$ cat src/rtl/dsdv_pkg.sv
// ----------------------------------------------------------------------------
// dsdv_pkg
// Shared types and constants of the distance-vector routing table.
// ----------------------------------------------------------------------------
package dsdv_pkg;

  localparam int TableEntriesDefault = 32;
  localparam int AddressBitsDefault  = 8;
  localparam int CostBitsDefault     = 16;
  localparam int SeqBits             = 16;
  localparam int ApbDataBits         = 32;
  localparam int ApbAddrBits         = 3;

  // Register index as decoded from the word address.
  localparam logic REG_OWN_ADDRESS = 1'b0;

  typedef enum logic [1:0] {
    CMD_ADVERT     = 2'd0,
    CMD_LINK_BREAK = 2'd1,
    CMD_LOOKUP     = 2'd2,
    CMD_DUMP       = 2'd3
  } cmd_e;

  typedef enum logic [1:0] {
    ST_IDLE,
    ST_SCAN,
    ST_RESOLVE,
    ST_OUT
  } state_e;

endpackage

$ cat src/rtl/dsdv_if.sv
// ----------------------------------------------------------------------------
// dsdv_if
// Valid/ready channels for routing requests and reported routes.
// ----------------------------------------------------------------------------
interface dsdv_req_if #(
  parameter int ADDRESS_BITS = dsdv_pkg::AddressBitsDefault,
  parameter int COST_BITS    = dsdv_pkg::CostBitsDefault
);
  logic                       valid;
  logic                       ready;
  logic [1:0]                 command;
  logic                       first_of_advert;
  logic [ADDRESS_BITS-1:0]    neighbour;
  logic [COST_BITS-1:0]       link_cost;
  logic [ADDRESS_BITS-1:0]    destination;
  logic [COST_BITS-1:0]       advertised_cost;
  logic [dsdv_pkg::SeqBits-1:0] advertised_seq;

  modport source (output valid, command, first_of_advert, neighbour, link_cost,
                  destination, advertised_cost, advertised_seq, input ready);
  modport sink (input valid, command, first_of_advert, neighbour, link_cost,
                destination, advertised_cost, advertised_seq, output ready);
endinterface

interface dsdv_rsp_if #(
  parameter int ADDRESS_BITS = dsdv_pkg::AddressBitsDefault,
  parameter int COST_BITS    = dsdv_pkg::CostBitsDefault
);
  logic                         valid;
  logic                         ready;
  logic [ADDRESS_BITS-1:0]      route_destination;
  logic [ADDRESS_BITS-1:0]      next_hop;
  logic [COST_BITS-1:0]         route_cost;
  logic [dsdv_pkg::SeqBits-1:0] route_seq;
  logic                         found;
  logic                         last;
  logic                         broken_links;
  logic                         table_full;

  modport source (output valid, route_destination, next_hop, route_cost, route_seq,
                  found, last, broken_links, table_full, input ready);
  modport sink (input valid, route_destination, next_hop, route_cost, route_seq,
                found, last, broken_links, table_full, output ready);
endinterface

$ cat src/rtl/dsdv_cell.sv
// ----------------------------------------------------------------------------
// dsdv_cell
// One route slot of the ring; takes its neighbor's slot on every shift.
// ----------------------------------------------------------------------------
module dsdv_cell #(
  parameter int SLOT_W = 2
) (
  input  logic              clk_i,
  input  logic              rst_ni,
  input  logic              shift_i,
  input  logic [SLOT_W-1:0] slot_i,
  output logic [SLOT_W-1:0] slot_o
);

  logic              valid_q;
  logic [SLOT_W-2:0] data_q;

  // The valid bit is the top bit of a slot.
  always_ff @(posedge clk_i or negedge rst_ni) begin
    if (!rst_ni) begin
      valid_q <= 1'b0;
    end else if (shift_i) begin
      valid_q <= slot_i[SLOT_W-1];
    end
  end

  always_ff @(posedge clk_i) begin
    if (shift_i) begin
      data_q <= slot_i[SLOT_W-2:0];
    end
  end

  assign slot_o = {valid_q, data_q};

endmodule

$ cat src/rtl/dsdv_routing_table.sv
// ----------------------------------------------------------------------------
// dsdv_routing_table
// Distance-vector routing table: slots rotate through a ring of cells past
// one update head that searches, merges, breaks links and dumps changes.
// ----------------------------------------------------------------------------
// Channel  Dir  Handshake      Carries
// req_i    in   valid/ready    command, advert entry or lookup target
// rsp_o    out  valid/ready    reported route, flags
// apb      in   psel/penable   own_address register
//
// Slot zero is this node, held as own_address; the ring has TABLE_ENTRIES-1
// cells. A command is accepted, rotates the ring once and then outputs its
// route; an advert entry adds a resolve step, and one that starts an
// advertisement adds a second rotation and resolve. A full output register
// stalls a dump's rotation and the output step. Reset clears the cell valid
// bits, so the block is ready after reset.
// ----------------------------------------------------------------------------
module dsdv_routing_table #(
  parameter int TABLE_ENTRIES = dsdv_pkg::TableEntriesDefault,
  parameter int ADDRESS_BITS  = dsdv_pkg::AddressBitsDefault,
  parameter int COST_BITS     = dsdv_pkg::CostBitsDefault
) (
  input  logic                              clk_i,
  input  logic                              rst_ni,
  dsdv_req_if.sink                          req_i,
  dsdv_rsp_if.source                        rsp_o,
  input  logic                              psel,
  input  logic                              penable,
  input  logic                              pwrite,
  input  logic [dsdv_pkg::ApbAddrBits-1:0]  paddr,
  input  logic [dsdv_pkg::ApbDataBits-1:0]  pwdata,
  output logic [dsdv_pkg::ApbDataBits-1:0]  prdata,
  output logic                              pready
);
  import dsdv_pkg::*;

  localparam int RING  = TABLE_ENTRIES - 1;
  localparam int IDX_W = (RING > 1) ? $clog2(RING) : 1;
  localparam int AB    = ADDRESS_BITS;
  localparam int CB    = COST_BITS;

  typedef struct packed {
    logic          valid;
    logic          changed;
    logic [AB-1:0] dest;
    logic [AB-1:0] hop;
    logic [CB-1:0] cost;
    logic [SeqBits-1:0] seq;
  } slot_t;

  typedef struct packed {
    logic [AB-1:0] dest;
    logic [AB-1:0] hop;
    logic [CB-1:0] cost;
    logic [SeqBits-1:0] seq;
    logic          found;
    logic          last;
    logic          broken;
    logic          full;
  } route_t;

  localparam int SLOT_W = $bits(slot_t);
  localparam logic [IDX_W-1:0] LastIdx = IDX_W'(RING - 1);

  state_e state_q, state_d;
  cmd_e   cmd_q, cmd_d;
  logic              phase_nb_q, phase_nb_d;
  logic [AB-1:0]     nb_q, nb_d, dest_q, dest_d, own_q, own_d;
  logic [CB-1:0]     link_q, link_d, acost_q, acost_d;
  logic [SeqBits-1:0] aseq_q, aseq_d;
  logic [IDX_W-1:0]  cnt_q, cnt_d;
  logic              hit_q, hit_d, free_v_q, free_v_d, pend_v_q, pend_v_d;
  logic [IDX_W-1:0]  hit_idx_q, hit_idx_d, free_idx_q, free_idx_d;
  logic [IDX_W-1:0]  pend_idx_q, pend_idx_d;
  slot_t             hit_rec_q, hit_rec_d, pend_rec_q, pend_rec_d;
  logic              nc_q, nc_d, broken_q, broken_d, full_q, full_d;
  route_t            held_q, held_d, out_q, out_d;
  logic              out_v_q, out_v_d;

  logic [SLOT_W-1:0] cell_q [RING];
  logic [SLOT_W-1:0] cell_d [RING];
  slot_t             cur, wb;
  logic [AB-1:0]     key;
  logic              accept, out_free, dump_emit, step, last_step, pend_here;
  logic [CB:0]       sum;
  logic [CB-1:0]     total;
  route_t            fin;
  logic              cfg_we;

  // ---------------------------------------------------------------- ring
  for (genvar i = 0; i < RING; i++) begin : g_cell
    if (i == RING - 1) begin : g_tail
      assign cell_d[i] = wb;
    end else begin : g_mid
      assign cell_d[i] = cell_q[i+1];
    end
    dsdv_cell #(.SLOT_W(SLOT_W)) u_cell (
      .clk_i  (clk_i),
      .rst_ni (rst_ni),
      .shift_i(step),
      .slot_i (cell_d[i]),
      .slot_o (cell_q[i])
    );
  end

  // ---------------------------------------------------------------- head
  assign accept    = req_i.valid && req_i.ready;
  assign out_free  = !out_v_q || rsp_o.ready;
  assign pend_here = pend_v_q && (pend_idx_q == cnt_q);
  assign cur       = pend_here ? pend_rec_q : slot_t'(cell_q[0]);
  assign key       = phase_nb_q ? nb_q : dest_q;
  assign dump_emit = (cmd_q == CMD_DUMP) && cur.valid && cur.changed;
  assign step      = (state_q == ST_SCAN) && (!dump_emit || out_free);
  assign last_step = (cnt_q == LastIdx);
  assign sum       = {1'b0, acost_q} + {1'b0, link_q};
  assign total     = sum[CB] ? {CB{1'b1}} : sum[CB-1:0];

  always_comb begin
    wb = cur;
    unique case (cmd_q)
      CMD_LINK_BREAK: begin
        if (cur.valid && cur.hop == nb_q) begin
          wb.cost    = {CB{1'b1}};
          wb.seq     = cur.seq + SeqBits'(1);
          wb.changed = 1'b1;
        end
      end
      CMD_DUMP: wb.changed = 1'b0;
      default:  wb = cur;
    endcase
  end

  always_comb begin
    fin = held_q;
    unique case (cmd_q)
      CMD_LOOKUP: begin
        if (dest_q == own_q) begin
          fin = '{own_q, own_q, '0, '0, 1'b1, 1'b1, broken_q, 1'b0};
        end else if (hit_q) begin
          fin = '{dest_q, hit_rec_q.hop, hit_rec_q.cost, hit_rec_q.seq,
                  1'b1, 1'b1, broken_q, 1'b0};
        end else begin
          fin = '{dest_q, '0, {CB{1'b1}}, '0, 1'b0, 1'b1, broken_q, 1'b0};
        end
      end
      CMD_LINK_BREAK: fin = '{nb_q, '0, '0, '0, 1'b0, 1'b1, broken_q, 1'b0};
      CMD_DUMP:       fin.last = 1'b1;
      default:        fin = held_q;
    endcase
  end

  // ---------------------------------------------------------------- control
  always_comb begin
    state_d = state_q;
    unique case (state_q)
      ST_IDLE:    if (accept) state_d = ST_SCAN;
      ST_SCAN: begin
        if (step && last_step) begin
          state_d = (cmd_q == CMD_ADVERT) ? ST_RESOLVE : ST_OUT;
        end
      end
      ST_RESOLVE: state_d = phase_nb_q ? ST_SCAN : ST_OUT;
      ST_OUT:     if (out_free) state_d = ST_IDLE;
      default:    state_d = ST_IDLE;
    endcase
  end

  assign req_i.ready = (state_q == ST_IDLE);
  assign cfg_we      = psel && penable && pwrite && pready && (paddr[2] == REG_OWN_ADDRESS);
  assign pready      = 1'b1;
  assign prdata      = (paddr[2] == REG_OWN_ADDRESS) ?
                       ApbDataBits'(own_q) : '0;

  always_comb begin
    slot_t rec;
    logic  brk;
    cmd_d      = cmd_q;      phase_nb_d = phase_nb_q;
    nb_d       = nb_q;       dest_d     = dest_q;     own_d   = own_q;
    link_d     = link_q;     acost_d    = acost_q;    aseq_d  = aseq_q;
    cnt_d      = cnt_q;      hit_d      = hit_q;      free_v_d = free_v_q;
    hit_idx_d  = hit_idx_q;  free_idx_d = free_idx_q; hit_rec_d = hit_rec_q;
    pend_v_d   = pend_v_q;   pend_idx_d = pend_idx_q; pend_rec_d = pend_rec_q;
    nc_d       = nc_q;       broken_d   = broken_q;   full_d  = full_q;
    held_d     = held_q;     out_d      = out_q;
    out_v_d    = out_v_q && !rsp_o.ready;
    rec        = hit_rec_q;
    brk        = broken_q;

    if (cfg_we) begin
      own_d = pwdata[AB-1:0];
    end

    unique case (state_q)
      ST_IDLE: begin
        if (accept) begin
          cmd_d      = cmd_e'(req_i.command);
          phase_nb_d = (cmd_e'(req_i.command) == CMD_ADVERT) && req_i.first_of_advert;
          nb_d       = req_i.neighbour;
          dest_d     = req_i.destination;
          link_d     = req_i.link_cost;
          acost_d    = req_i.advertised_cost;
          aseq_d     = req_i.advertised_seq;
          cnt_d      = '0;
          hit_d      = 1'b0;
          free_v_d   = 1'b0;
          full_d     = 1'b0;
          // A dump always reports this node first.
          held_d     = '{own_q, own_q, '0, '0, 1'b1, 1'b0, broken_q, 1'b0};
        end
      end
      ST_SCAN: begin
        if (step) begin
          cnt_d = last_step ? '0 : cnt_q + IDX_W'(1);
          if (!hit_q && cur.valid && cur.dest == key) begin
            hit_d     = 1'b1;
            hit_idx_d = cnt_q;
            hit_rec_d = cur;
          end
          if (!free_v_q && !cur.valid) begin
            free_v_d   = 1'b1;
            free_idx_d = cnt_q;
          end
          if (pend_here) begin
            pend_v_d = 1'b0;
          end
          if (cmd_q == CMD_LINK_BREAK && cur.valid && cur.hop == nb_q) begin
            broken_d = 1'b1;
          end
          if (dump_emit) begin
            out_v_d = 1'b1;
            out_d   = held_q;
            held_d  = '{cur.dest, cur.hop, cur.cost, cur.seq, 1'b1, 1'b0, broken_q, 1'b0};
          end
        end
      end
      ST_RESOLVE: begin
        if (phase_nb_q) begin
          if (nb_q == own_q) begin
            nc_d = (aseq_q != '0);
          end else if (hit_q) begin
            nc_d = (aseq_q > hit_rec_q.seq);
          end else begin
            nc_d = 1'b1;
            if (free_v_q) begin
              pend_v_d   = 1'b1;
              pend_idx_d = free_idx_q;
              pend_rec_d = '{1'b1, 1'b1, nb_q, nb_q, link_q, aseq_q};
            end else begin
              full_d = 1'b1;
            end
          end
          phase_nb_d = 1'b0;
          hit_d      = 1'b0;
          free_v_d   = 1'b0;
        end else begin
          if (dest_q == own_q) begin
            brk    = broken_q | aseq_q[0];
            held_d = '{own_q, own_q, '0, '0, 1'b1, 1'b1, brk, full_q};
          end else if (!hit_q) begin
            if (free_v_q) begin
              pend_v_d   = 1'b1;
              pend_idx_d = free_idx_q;
              pend_rec_d = '{1'b1, 1'b1, dest_q, nb_q, total, aseq_q};
              held_d     = '{dest_q, nb_q, total, aseq_q, 1'b1, 1'b1, broken_q, full_q};
            end else begin
              held_d = '{dest_q, '0, {CB{1'b1}}, '0, 1'b0, 1'b1, broken_q, 1'b1};
            end
          end else begin
            // Same hop with a refreshed neighbour wins over the sequence rules.
            if (hit_rec_q.hop == nb_q && nc_q) begin
              rec.cost    = total;
              rec.changed = 1'b1;
            end else if (aseq_q > hit_rec_q.seq) begin
              if (hit_rec_q.cost == {CB{1'b1}} && acost_q != {CB{1'b1}}) begin
                brk = 1'b1;
              end
              rec.cost = total;
              if (acost_q == {CB{1'b1}}) begin
                rec.cost = {CB{1'b1}};
                brk      = 1'b1;
              end
              rec.hop     = nb_q;
              rec.seq     = aseq_q;
              rec.changed = 1'b1;
            end else if (aseq_q == hit_rec_q.seq && hit_rec_q.cost >= total) begin
              rec.hop     = nb_q;
              rec.cost    = total;
              rec.changed = 1'b1;
            end
            pend_v_d   = 1'b1;
            pend_idx_d = hit_idx_q;
            pend_rec_d = rec;
            held_d     = '{dest_q, rec.hop, rec.cost, rec.seq, 1'b1, 1'b1, brk, full_q};
          end
          broken_d = brk;
        end
      end
      ST_OUT: begin
        if (out_free) begin
          out_v_d = 1'b1;
          out_d   = fin;
          if (cmd_q == CMD_DUMP) begin
            broken_d = 1'b0;
          end
        end
      end
      default: ;
    endcase
  end

  always_ff @(posedge clk_i or negedge rst_ni) begin
    if (!rst_ni) begin
      state_q  <= ST_IDLE;
      cnt_q    <= '0;
      pend_v_q <= 1'b0;
      nc_q     <= 1'b0;
      broken_q <= 1'b0;
      out_v_q  <= 1'b0;
      own_q    <= '0;
    end else begin
      state_q  <= state_d;
      cnt_q    <= cnt_d;
      pend_v_q <= pend_v_d;
      nc_q     <= nc_d;
      broken_q <= broken_d;
      out_v_q  <= out_v_d;
      own_q    <= own_d;
    end
  end

  always_ff @(posedge clk_i) begin
    cmd_q      <= cmd_d;      phase_nb_q <= phase_nb_d;
    nb_q       <= nb_d;       dest_q     <= dest_d;
    link_q     <= link_d;     acost_q    <= acost_d;    aseq_q   <= aseq_d;
    hit_q      <= hit_d;      free_v_q   <= free_v_d;
    hit_idx_q  <= hit_idx_d;  free_idx_q <= free_idx_d; hit_rec_q <= hit_rec_d;
    pend_idx_q <= pend_idx_d; pend_rec_q <= pend_rec_d;
    full_q     <= full_d;     held_q     <= held_d;     out_q    <= out_d;
  end

  assign rsp_o.valid             = out_v_q;
  assign rsp_o.route_destination = out_q.dest;
  assign rsp_o.next_hop          = out_q.hop;
  assign rsp_o.route_cost        = out_q.cost;
  assign rsp_o.route_seq         = out_q.seq;
  assign rsp_o.found             = out_q.found;
  assign rsp_o.last              = out_q.last;
  assign rsp_o.broken_links      = out_q.broken;
  assign rsp_o.table_full        = out_q.full;

  // ---------------------------------------------------------------- checks
  a_idle_aligned: assert property (@(posedge clk_i) disable iff (!rst_ni)
    state_q == ST_IDLE |-> cnt_q == '0)
    else $error("ring not aligned while idle");

  a_pend_consumed: assert property (@(posedge clk_i) disable iff (!rst_ni)
    step && last_step |=> !pend_v_q)
    else $error("pending slot write survived a full rotation");

  a_single_last: assert property (@(posedge clk_i) disable iff (!rst_ni)
    rsp_o.valid && !rsp_o.found |-> rsp_o.last)
    else $error("miss item not marked last");

endmodule
$ cat src/flat_wrapper.sv
// flat-port wrapper written by rule: the top's interface ports become plain ports
module dsdv_routing_table_flat import dsdv_pkg::*;
#(
  parameter int TABLE_ENTRIES = dsdv_pkg::TableEntriesDefault,
  parameter int ADDRESS_BITS  = dsdv_pkg::AddressBitsDefault,
  parameter int COST_BITS     = dsdv_pkg::CostBitsDefault
)
  (clk_i, rst_ni, psel, penable, pwrite, paddr, pwdata, prdata, pready, req_i_valid, req_i_command, req_i_first_of_advert, req_i_neighbour, req_i_link_cost, req_i_destination, req_i_advertised_cost, req_i_advertised_seq, req_i_ready, rsp_o_valid, rsp_o_route_destination, rsp_o_next_hop, rsp_o_route_cost, rsp_o_route_seq, rsp_o_found, rsp_o_last, rsp_o_broken_links, rsp_o_table_full, rsp_o_ready);
  dsdv_req_if #(.ADDRESS_BITS(ADDRESS_BITS), .COST_BITS(COST_BITS)) req_i_i ();
  dsdv_rsp_if #(.ADDRESS_BITS(ADDRESS_BITS), .COST_BITS(COST_BITS)) rsp_o_i ();
  input  logic clk_i;
  input  logic rst_ni;
  input  logic psel;
  input  logic penable;
  input  logic pwrite;
  input  logic [dsdv_pkg::ApbAddrBits-1:0] paddr;
  input  logic [dsdv_pkg::ApbDataBits-1:0] pwdata;
  output logic [dsdv_pkg::ApbDataBits-1:0] prdata;
  output logic pready;
  input wire logic [$bits(req_i_i.valid)-1:0] req_i_valid;
  input wire logic [$bits(req_i_i.command)-1:0] req_i_command;
  input wire logic [$bits(req_i_i.first_of_advert)-1:0] req_i_first_of_advert;
  input wire logic [$bits(req_i_i.neighbour)-1:0] req_i_neighbour;
  input wire logic [$bits(req_i_i.link_cost)-1:0] req_i_link_cost;
  input wire logic [$bits(req_i_i.destination)-1:0] req_i_destination;
  input wire logic [$bits(req_i_i.advertised_cost)-1:0] req_i_advertised_cost;
  input wire logic [$bits(req_i_i.advertised_seq)-1:0] req_i_advertised_seq;
  output wire logic [$bits(req_i_i.ready)-1:0] req_i_ready;
  output wire logic [$bits(rsp_o_i.valid)-1:0] rsp_o_valid;
  output wire logic [$bits(rsp_o_i.route_destination)-1:0] rsp_o_route_destination;
  output wire logic [$bits(rsp_o_i.next_hop)-1:0] rsp_o_next_hop;
  output wire logic [$bits(rsp_o_i.route_cost)-1:0] rsp_o_route_cost;
  output wire logic [$bits(rsp_o_i.route_seq)-1:0] rsp_o_route_seq;
  output wire logic [$bits(rsp_o_i.found)-1:0] rsp_o_found;
  output wire logic [$bits(rsp_o_i.last)-1:0] rsp_o_last;
  output wire logic [$bits(rsp_o_i.broken_links)-1:0] rsp_o_broken_links;
  output wire logic [$bits(rsp_o_i.table_full)-1:0] rsp_o_table_full;
  input wire logic [$bits(rsp_o_i.ready)-1:0] rsp_o_ready;
  assign req_i_i.valid = req_i_valid;
  assign req_i_i.command = req_i_command;
  assign req_i_i.first_of_advert = req_i_first_of_advert;
  assign req_i_i.neighbour = req_i_neighbour;
  assign req_i_i.link_cost = req_i_link_cost;
  assign req_i_i.destination = req_i_destination;
  assign req_i_i.advertised_cost = req_i_advertised_cost;
  assign req_i_i.advertised_seq = req_i_advertised_seq;
  assign req_i_ready = req_i_i.ready;
  assign rsp_o_valid = rsp_o_i.valid;
  assign rsp_o_route_destination = rsp_o_i.route_destination;
  assign rsp_o_next_hop = rsp_o_i.next_hop;
  assign rsp_o_route_cost = rsp_o_i.route_cost;
  assign rsp_o_route_seq = rsp_o_i.route_seq;
  assign rsp_o_found = rsp_o_i.found;
  assign rsp_o_last = rsp_o_i.last;
  assign rsp_o_broken_links = rsp_o_i.broken_links;
  assign rsp_o_table_full = rsp_o_i.table_full;
  assign rsp_o_i.ready = rsp_o_ready;
  dsdv_routing_table #(.TABLE_ENTRIES(TABLE_ENTRIES), .ADDRESS_BITS(ADDRESS_BITS), .COST_BITS(COST_BITS)) u_core (.clk_i(clk_i), .rst_ni(rst_ni), .req_i(req_i_i), .rsp_o(rsp_o_i), .psel(psel), .penable(penable), .pwrite(pwrite), .paddr(paddr), .pwdata(pwdata), .prdata(prdata), .pready(pready));
endmodule
$ cat config.mk
export PLATFORM = sky130hd
export DESIGN_NAME = dsdv_routing_table_flat
export DESIGN_NICKNAME = d
export VERILOG_FILES = /design/src/rtl/dsdv_pkg.sv /design/src/rtl/dsdv_if.sv /design/src/rtl/dsdv_cell.sv /design/src/rtl/dsdv_routing_table.sv /design/src/flat_wrapper.sv
export SDC_FILE = /design/constraint.sdc
export NUM_CORES = 1
export LEC_CHECK = 0
export BUFFER_PORTS_ARGS = -buffer_cell sky130_fd_sc_hd__clkbuf_2
export CAP_MARGIN = 15
export CORE_ASPECT_RATIO = 0.9
export CORE_MARGIN = 3
export CORE_UTILIZATION = 35
export CTS_BUF_LIST = sky130_fd_sc_hd__clkbuf_8 sky130_fd_sc_hd__clkbuf_16
export DETAILED_ROUTE_END_ITERATION = 10
export PLACE_DENSITY_LB_ADDON = 0.3
export SLEW_MARGIN = 20
export SYNTH_ARGS = -nofsm -noshare
export SYNTH_HDL_FRONTEND = slang
export SYNTH_HIERARCHICAL = 1
export SYNTH_SLANG_ARGS = --single-unit
export TNS_END_PERCENT = 50
$ cat constraint.sdc
create_clock -name clk_i -period 99.2 [get_ports clk_i]
set_input_delay 9.92 -clock clk_i [delete_from_list [all_inputs] [get_ports clk_i]]
set_output_delay 9.92 -clock clk_i [all_outputs]
set_load 0.02 [all_outputs]
==> impl_metrics.py, run 1 <==
metrics = {
    "outcome": {
        "status": "completed",
    },
    "grt": {
        "grt_pass1_vias": 27200,
        "overflow": 0,
        "grt_max_degree": 229,
        "grt.total_usage_pct": 12.6,
        "grt_pass1_wl_um": 177000,
        "antenna_found_initial": 9,
    },
    "routing": {
        "drt_pass1_iterations": 5,
        "ant_nets": 0,
        "vias": 28100,
        "drc": 0,
        "drtIter0Drc": 2908,
        "wl_um": 120000,
        "wl_per_cell_um": 20.2,
        "vias_per_cell": 4.74,
    },
    "worst_setup_path": {
        "path_max_fanout": 9,
        "cp-start-kind": "primary input",
        "arrival_ns": 10.39,
        "path_common_cell": "clkbuf_2",
        "critPathBufInv": 2,
        "worstPathCellList": "clkbuf_2 -> nor2b_1 -> clkbuf_2",
        "cp-end-kind": "output pin",
        "cp_data_required_time_ns": 89.28,
        "crit_type": "in -> out",
        "crit_family": "buffers and inverters",
        "crit_path_top_delay_cell": "clkbuf_2",
        "max_stage_delay_ns": 0.18,
    },
    "cells_and_area": {
        "fin_nets": 3540,
        "drive_gt1_share_pct": 15.8,
        "stdcell_area_um2": 73600,
        "area_growth_pct": 15.1,
    },
    "placed_design": {
        "io_buffers": 144,
        "placed_area_um2": 67500,
        "dp_slack_ns": 78.89,
        "dp_hpwl_um": 71800,
        "gp_congestion": 0.859,
    },
    "timing": {
        "tns_ns": 0,
        "fin_ws_ns": 78.89,
        "hold_violations": 0,
        "maxSlewHeadroom_pct": 20.2,
        "finalCritPeriodShare_pct": 20.5,
        "rsz0062_at_grt": "no",
        "fin_crit_ns": 20.31,
        "skew_ns": 0.0469,
        "drv_slew": 0,
        "tightest_slew_ns": 1.20,
        "holdWs_ns": 0.388,
        "finalSetupViolCount": 0,
        "fmax_mhz": 49.2,
    },
    "pwr": {
        "swShare_pct": 27.4,
        "p_int_mw": 1.82,
        "switchingPower_mw": 0.690,
        "leakage_nw": 25.2,
        "pwr-share-seq_pct": 56.8,
        "combinationalPowerShare_pct": 15.7,
        "power.share.clock_pct": 27.4,
        "peakVddDrop_v": 0.0000241,
        "power.density_nw_per_um2": 34.1,
        "power_mw": 2.51,
    },
    "synth": {
        "yosys_most_used_dff": "edfxtp_1",
        "synth_top_area_share_pct": 84.8,
        "avgSynthCellArea_um2": 20.6,
        "synth.area.top_cells": "edfxtp_1 (85%), dfrtp_1 (2.0%), ha_1 (1.2%)",
        "yosysWarnings": 6,
        "yosys-top-cells-count": "edfxtp_1 (1808), nand2_1 (178), inv_1 (83), o21ai_0 (83), mux2i_1 (74)",
        "synth-edff-count": 1808,
        "syn-cell-area_um2": 64000,
        "synth_top_area_cell": "edfxtp_1",
        "yosys.cell_count.top_type": "edfxtp_1",
        "synthArstFlopShare_pct": 2.69,
        "synth_seq_cells": 1858,
        "synth.distinct_cells": 81,
        "seq_area_frac_synth_pct": 86.8,
        "syn_inst": 3109,
    },
    "clock_tree": {
        "cts_buffers": 185,
        "cts_root_buf": "clkbuf_16",
        "cts_hold_buf": 0,
        "cts_tree": "done",
        "cts-resized-gates": 0,
        "cts.clk_slew.worst_paths_ns": 0.06,
        "clockBufferDepth": 3,
        "clock_sinks": 1858,
        "insertion_delay_ns": 0.81,
        "cts_max_level": 4,
        "post_cts_buffers": 0,
    },
    "floorplan": {
        "dieHeight_um": 412,
        "die-area_um2": 188000,
        "io_pins": 196,
        "start_util_pct": 35.3,
        "core_region_area_um2": 181000,
        "row_count": 148,
        "die_width_um": 457,
    },
    "worst_hold_path": {
        "min_path_type": "reg -> reg",
    },
    "job": {
        "maxCapViolCount": 0,
    },
}
metal layers:
| layer | part of all wire (%) | GRT usage [%] | wire length [um] | vias up |
|---|---|---|---|---|
| met5 | 0 | 0 | 0 | - |
| met4 | 4.3 | 5.61 | 5140 | 0 |
| met3 | 5.5 | 2.66 | 6610 | 246 |
| met2 | 44 | 18.3 | 52900 | 828 |
| met1 | 46 | 18.1 | 55100 | 14400 |
| li1 | - | - | - | 12600 |
layout by cell type, fill, tap and decap left out, types with 32 or more instances in the layout:
cell type,n
xnor2_1,39
buf_4,37
dfrtp_1,50
nor2_1,49
o21ai_0,82
clkbuf_2,144
mux2i_1,74
edfxtp_1,1808
inv_1,124
a22o_1,34
a21oi_1,65
ha_1,60
nand2_1,175
clkbuf_16,189
mux2_2,32
stage by stage:
stage          instances  util, %
2_1_floorplan       3132        -
3_3_place_gp        5580     37.2
5_1_grt             5917     40.6
4_1_cts             5914     40.6
3_5_place_dp        5580     37.2
6_report            5924     40.6
worst paths after layout:
kind,start,to,slack (ns),cells past startpoint
max in group asynchronous,rst_ni,u_core/own_q[5],89.41,2
hold reg to reg,u_core/g_cell[18].u_cell/data_q[44],u_core/g_cell[17].u_cell/data_q[44],0.39,0
min in group asynchronous,rst_ni,u_core/g_cell[8].u_cell/valid_q,9.27,2
setup / recovery,paddr[2],prdata[2],78.89,3
hold / removal,u_core/g_cell[18].u_cell/data_q[44],u_core/g_cell[17].u_cell/data_q[44],0.39,0
setup reg to reg,u_core/cnt_q[2],u_core/g_cell[19].u_cell/data_q[22],92.90,11
kinds of logic (layout without fill, tap and decap cells):
| logic type | count (synthesis) | count (layout) | synth area share [%] |
|---|---|---|---|
| AO/OA/AOI/OAI | 353 | 353 | 3.75 |
| XOR/XNOR | 61 | 61 | 0.835 |
| adder cells (fa/ha/maj) | 61 | 61 | 1.20 |
| buffers and inverters | 220 | 605 | 1.68 |
| flip-flops | 1858 | 1858 | 86.8 |
| multiplexers | 144 | 144 | 2.57 |
| other | 2 | 32 | 0.0117 |
| AND/OR/NAND/NOR | 410 | 410 | 3.15 |
cell type report:
class	instances	area, um2
fill	15900	108000
sequential	1858	55500
multi-input combinational	1054	7530
clock buffer	191	4760
tap	2400	3000
clock inverter	143	1320
timing repair buffer	188	1160
inverter	83	319
antenna	7	17.5
power groups by stage:
stage	Combinational (mW)	Clock, mW	Sequential [mW]
after floorplan	0.271	0	1.84
after global placement	0.388	0	1.44
after detailed placement	0.397	0	1.44
after CTS	0.398	0.714	1.44
after global routing	0.432	0.747	1.46
final	0.395	0.689	1.43
flip-flops by register name (all words and copies together) (netlist names), 8 cells and up:
| name | cells |
|---|---|
| u_core/acost_q | 16 |
| u_core/aseq_q | 16 |
| u_core/dest_q | 8 |
| u_core/g_cell.u_cell/data_q | 1519 |
| u_core/g_cell.u_cell/valid_q | 31 |
| u_core/held_q | 52 |
| u_core/hit_rec_q | 50 |
| u_core/link_q | 16 |
| u_core/nb_q | 8 |
| u_core/own_q | 8 |
| u_core/pend_rec_q | 50 |
| u_core/rsp_o.next_hop | 8 |
| u_core/rsp_o.route_cost | 16 |
| u_core/rsp_o.route_destination | 8 |
| u_core/rsp_o.route_seq | 16 |
Note: power is estimated with default switching activity, not from simulation.
==> run 2: changes to the inputs <==
clock period = 21.3 ns   (was 99.2 ns; I/O delays follow)
==> run 2 against run 1 <==
  * Non-clock buffer count is 3 higher
  * Clock-buffer cell count decreased by 9
  * Critical path type is now reg -> reg
  * First-iteration DRC count is 5.9% higher
  * Global-route usage is 0.18 points lower
  * Register-to-register slack lost 78 ns
  * Critical endpoint is now u_core/g_cell[22].u_cell/data_q[3]
  * Cell area down 0.45%
  * Die area unchanged
  * Largest power group unchanged
==> impl_metrics.py, run 2 (synthesized netlist as in run 1, its figures left out) <==
metrics = {
    "grt": {
        "overflow": 0,
        "grt_max_degree": 201,
        "grt.total_usage_pct": 12.4,
        "grt_pass1_vias": 26800,
        "grt_pass1_wl_um": 175000,
        "antenna_found_initial": 7,
    },
    "cells_and_area": {
        "top_register": "u_core/g_cell.u_cell/data_q",
        "area_growth_pct": 14.6,
        "largest_reg_flops": 1519,
        "top_regs": "u_core/g_cell.u_cell/data_q: 1519 flops, u_core/held_q: 52 flops",
        "fin_nets": 3537,
        "drive_gt1_share_pct": 15.9,
        "final_cell_mix": "edfxtp_1 (1808), clkbuf_16 (182), nand2_1 (175)",
        "layout_commonest_cell": "edfxtp_1",
    },
    "floorplan": {
        "io_pins": 196,
        "row_count": 148,
        "die_width_um": 457,
        "dieHeight_um": 412,
        "start_util_pct": 35.3,
        "core_region_area_um2": 181000,
        "die-area_um2": 188000,
    },
    "worst_setup_path": {
        "path_max_fanout": 190,
        "crit_type": "reg -> reg",
        "path_common_cell": "buf_12",
        "critPathBufInv": 5,
        "crit_family": "buffers and inverters",
        "crit_path_top_delay_cell": "buf_4",
        "worstPathCellList": "xnor2_1 -> and4_1 -> a21oi_1 -> or2_2 -> nand2_1 -> o21ai_4 -> clkinvlp_4 -> buf_4 -> buf_12 -> buf_12 -> buf_6",
        "cp-start-kind": "flop",
        "arrival_ns": 6.99,
        "cp_data_required_time_ns": 21.69,
        "reg2reg_depth": 11,
        "cp-end-kind": "flop",
        "max_stage_delay_ns": 0.90,
        "crit_cells": 11,
    },
    "timing": {
        "drv_slew": 0,
        "hold_violations": 0,
        "maxSlewHeadroom_pct": 22.3,
        "holdWs_ns": 0.382,
        "skew_ns": 0.0498,
        "rsz0062_at_grt": "no",
        "fin_crit_ns": 6.61,
        "tightest_slew_ns": 1.16,
        "fmax_mhz": 151,
        "finalSetupViolCount": 0,
        "fin_ws_ns": 14.69,
        "finalCritPeriodShare_pct": 31.0,
    },
    "clock_tree": {
        "cts_buffers": 179,
        "cts_hold_buf": 0,
        "cts_root_buf": "clkbuf_16",
        "cts_tree": "done",
        "cts-resized-gates": 0,
        "post_cts_buffers": 0,
        "clock_sinks": 1858,
        "cts_max_level": 4,
        "clockBufferDepth": 3,
        "insertion_delay_ns": 0.80,
        "cts.clk_slew.worst_paths_ns": 0.06,
    },
    "routing": {
        "drt_pass1_iterations": 6,
        "drtIter0Drc": 3081,
        "wl_per_cell_um": 20.0,
        "wl_um": 118000,
        "vias": 27800,
        "vias_per_cell": 4.69,
        "drc": 0,
        "ant_nets": 0,
    },
    "placed_design": {
        "dp_hpwl_um": 71300,
        "gp_congestion": 0.836,
        "dp_slack_ns": 14.04,
        "io_buffers": 144,
    },
    "outcome": {
        "status": "completed",
    },
    "worst_hold_path": {
        "min_path_type": "reg -> reg",
        "hold_depth": 0,
    },
    "pwr": {
        "power.density_nw_per_um2": 157,
        "leakage_nw": 25.0,
        "peakVddDrop_v": 0.000144,
    },
    "job": {
        "maxCapViolCount": 0,
    },
}
==> run 2: cell count changes in the layout (fill, tap and decap cells not counted), sizes merged <==
| cell | change |
|---|---|
| clkinv | +17 |
| clkbuf | -9 |
| inv | -9 |
| bufinv | -8 |
| clkinvlp | +5 |
| diode | -5 |
| buf | +3 |
==> run 2: worst paths after layout <==
check	slack [ns]	endpoint	start
setup / recovery	14.69	u_core/g_cell[22].u_cell/data_q[3]	u_core/cnt_q[2]
hold / removal	0.38	u_core/g_cell[2].u_cell/data_q[26]	u_core/g_cell[3].u_cell/data_q[26]
setup reg to reg	14.69	u_core/g_cell[22].u_cell/data_q[3]	u_core/cnt_q[2]
hold reg to reg	0.38	u_core/g_cell[2].u_cell/data_q[26]	u_core/g_cell[3].u_cell/data_q[26]
max in group asynchronous	19.34	u_core/cnt_q[0]	rst_ni
min in group asynchronous	1.48	u_core/g_cell[2].u_cell/valid_q	rst_ni
==> run 2: routing by layer <==
layer | GRT usage [%] | part of all wire (%) | routed length, um
met2 | 18.3 | 45 | 53700
met5 | 0 | 0 | 0
met4 | 4.53 | 3.3 | 3900
met3 | 2.52 | 5.2 | 6100
met1 | 18.1 | 46 | 54700
==> run 2: power by group <==
part	total [mW]	internal (mW)	switching [mW]	leakage, nW
logic	1.83	0.415	1.42	4.40
registers	6.65	6.21	0.437	17.7
clock network	3.06	1.71	1.34	2.94
total	11.5	8.34	3.20	25.0
==> run 2: layout make-up <==
class	instances	area, um2
clock inverters	148	1200
diodes	2	5.00
multi-input cells	1054	7540
fillers	16000	108000
inverters	83	315
clock buffers	182	4550
repair buffers	191	1160
flip-flops and latches	1858	55500
well taps	2400	3000
==> run 2: stage by stage <==
step	TNS, ns	cell area, um2	instances	total power, mW	utilization (%)
after floorplan	-7964.42	64100	3132	8.84	-
after global placement	0	67500	5585	8.51	37.3
after detailed placement	0	67500	5585	8.58	37.3
after CTS	0	73300	5915	11.7	40.4
after global routing	0	73300	5917	12.1	40.4
final	0	73300	5918	11.5	40.4
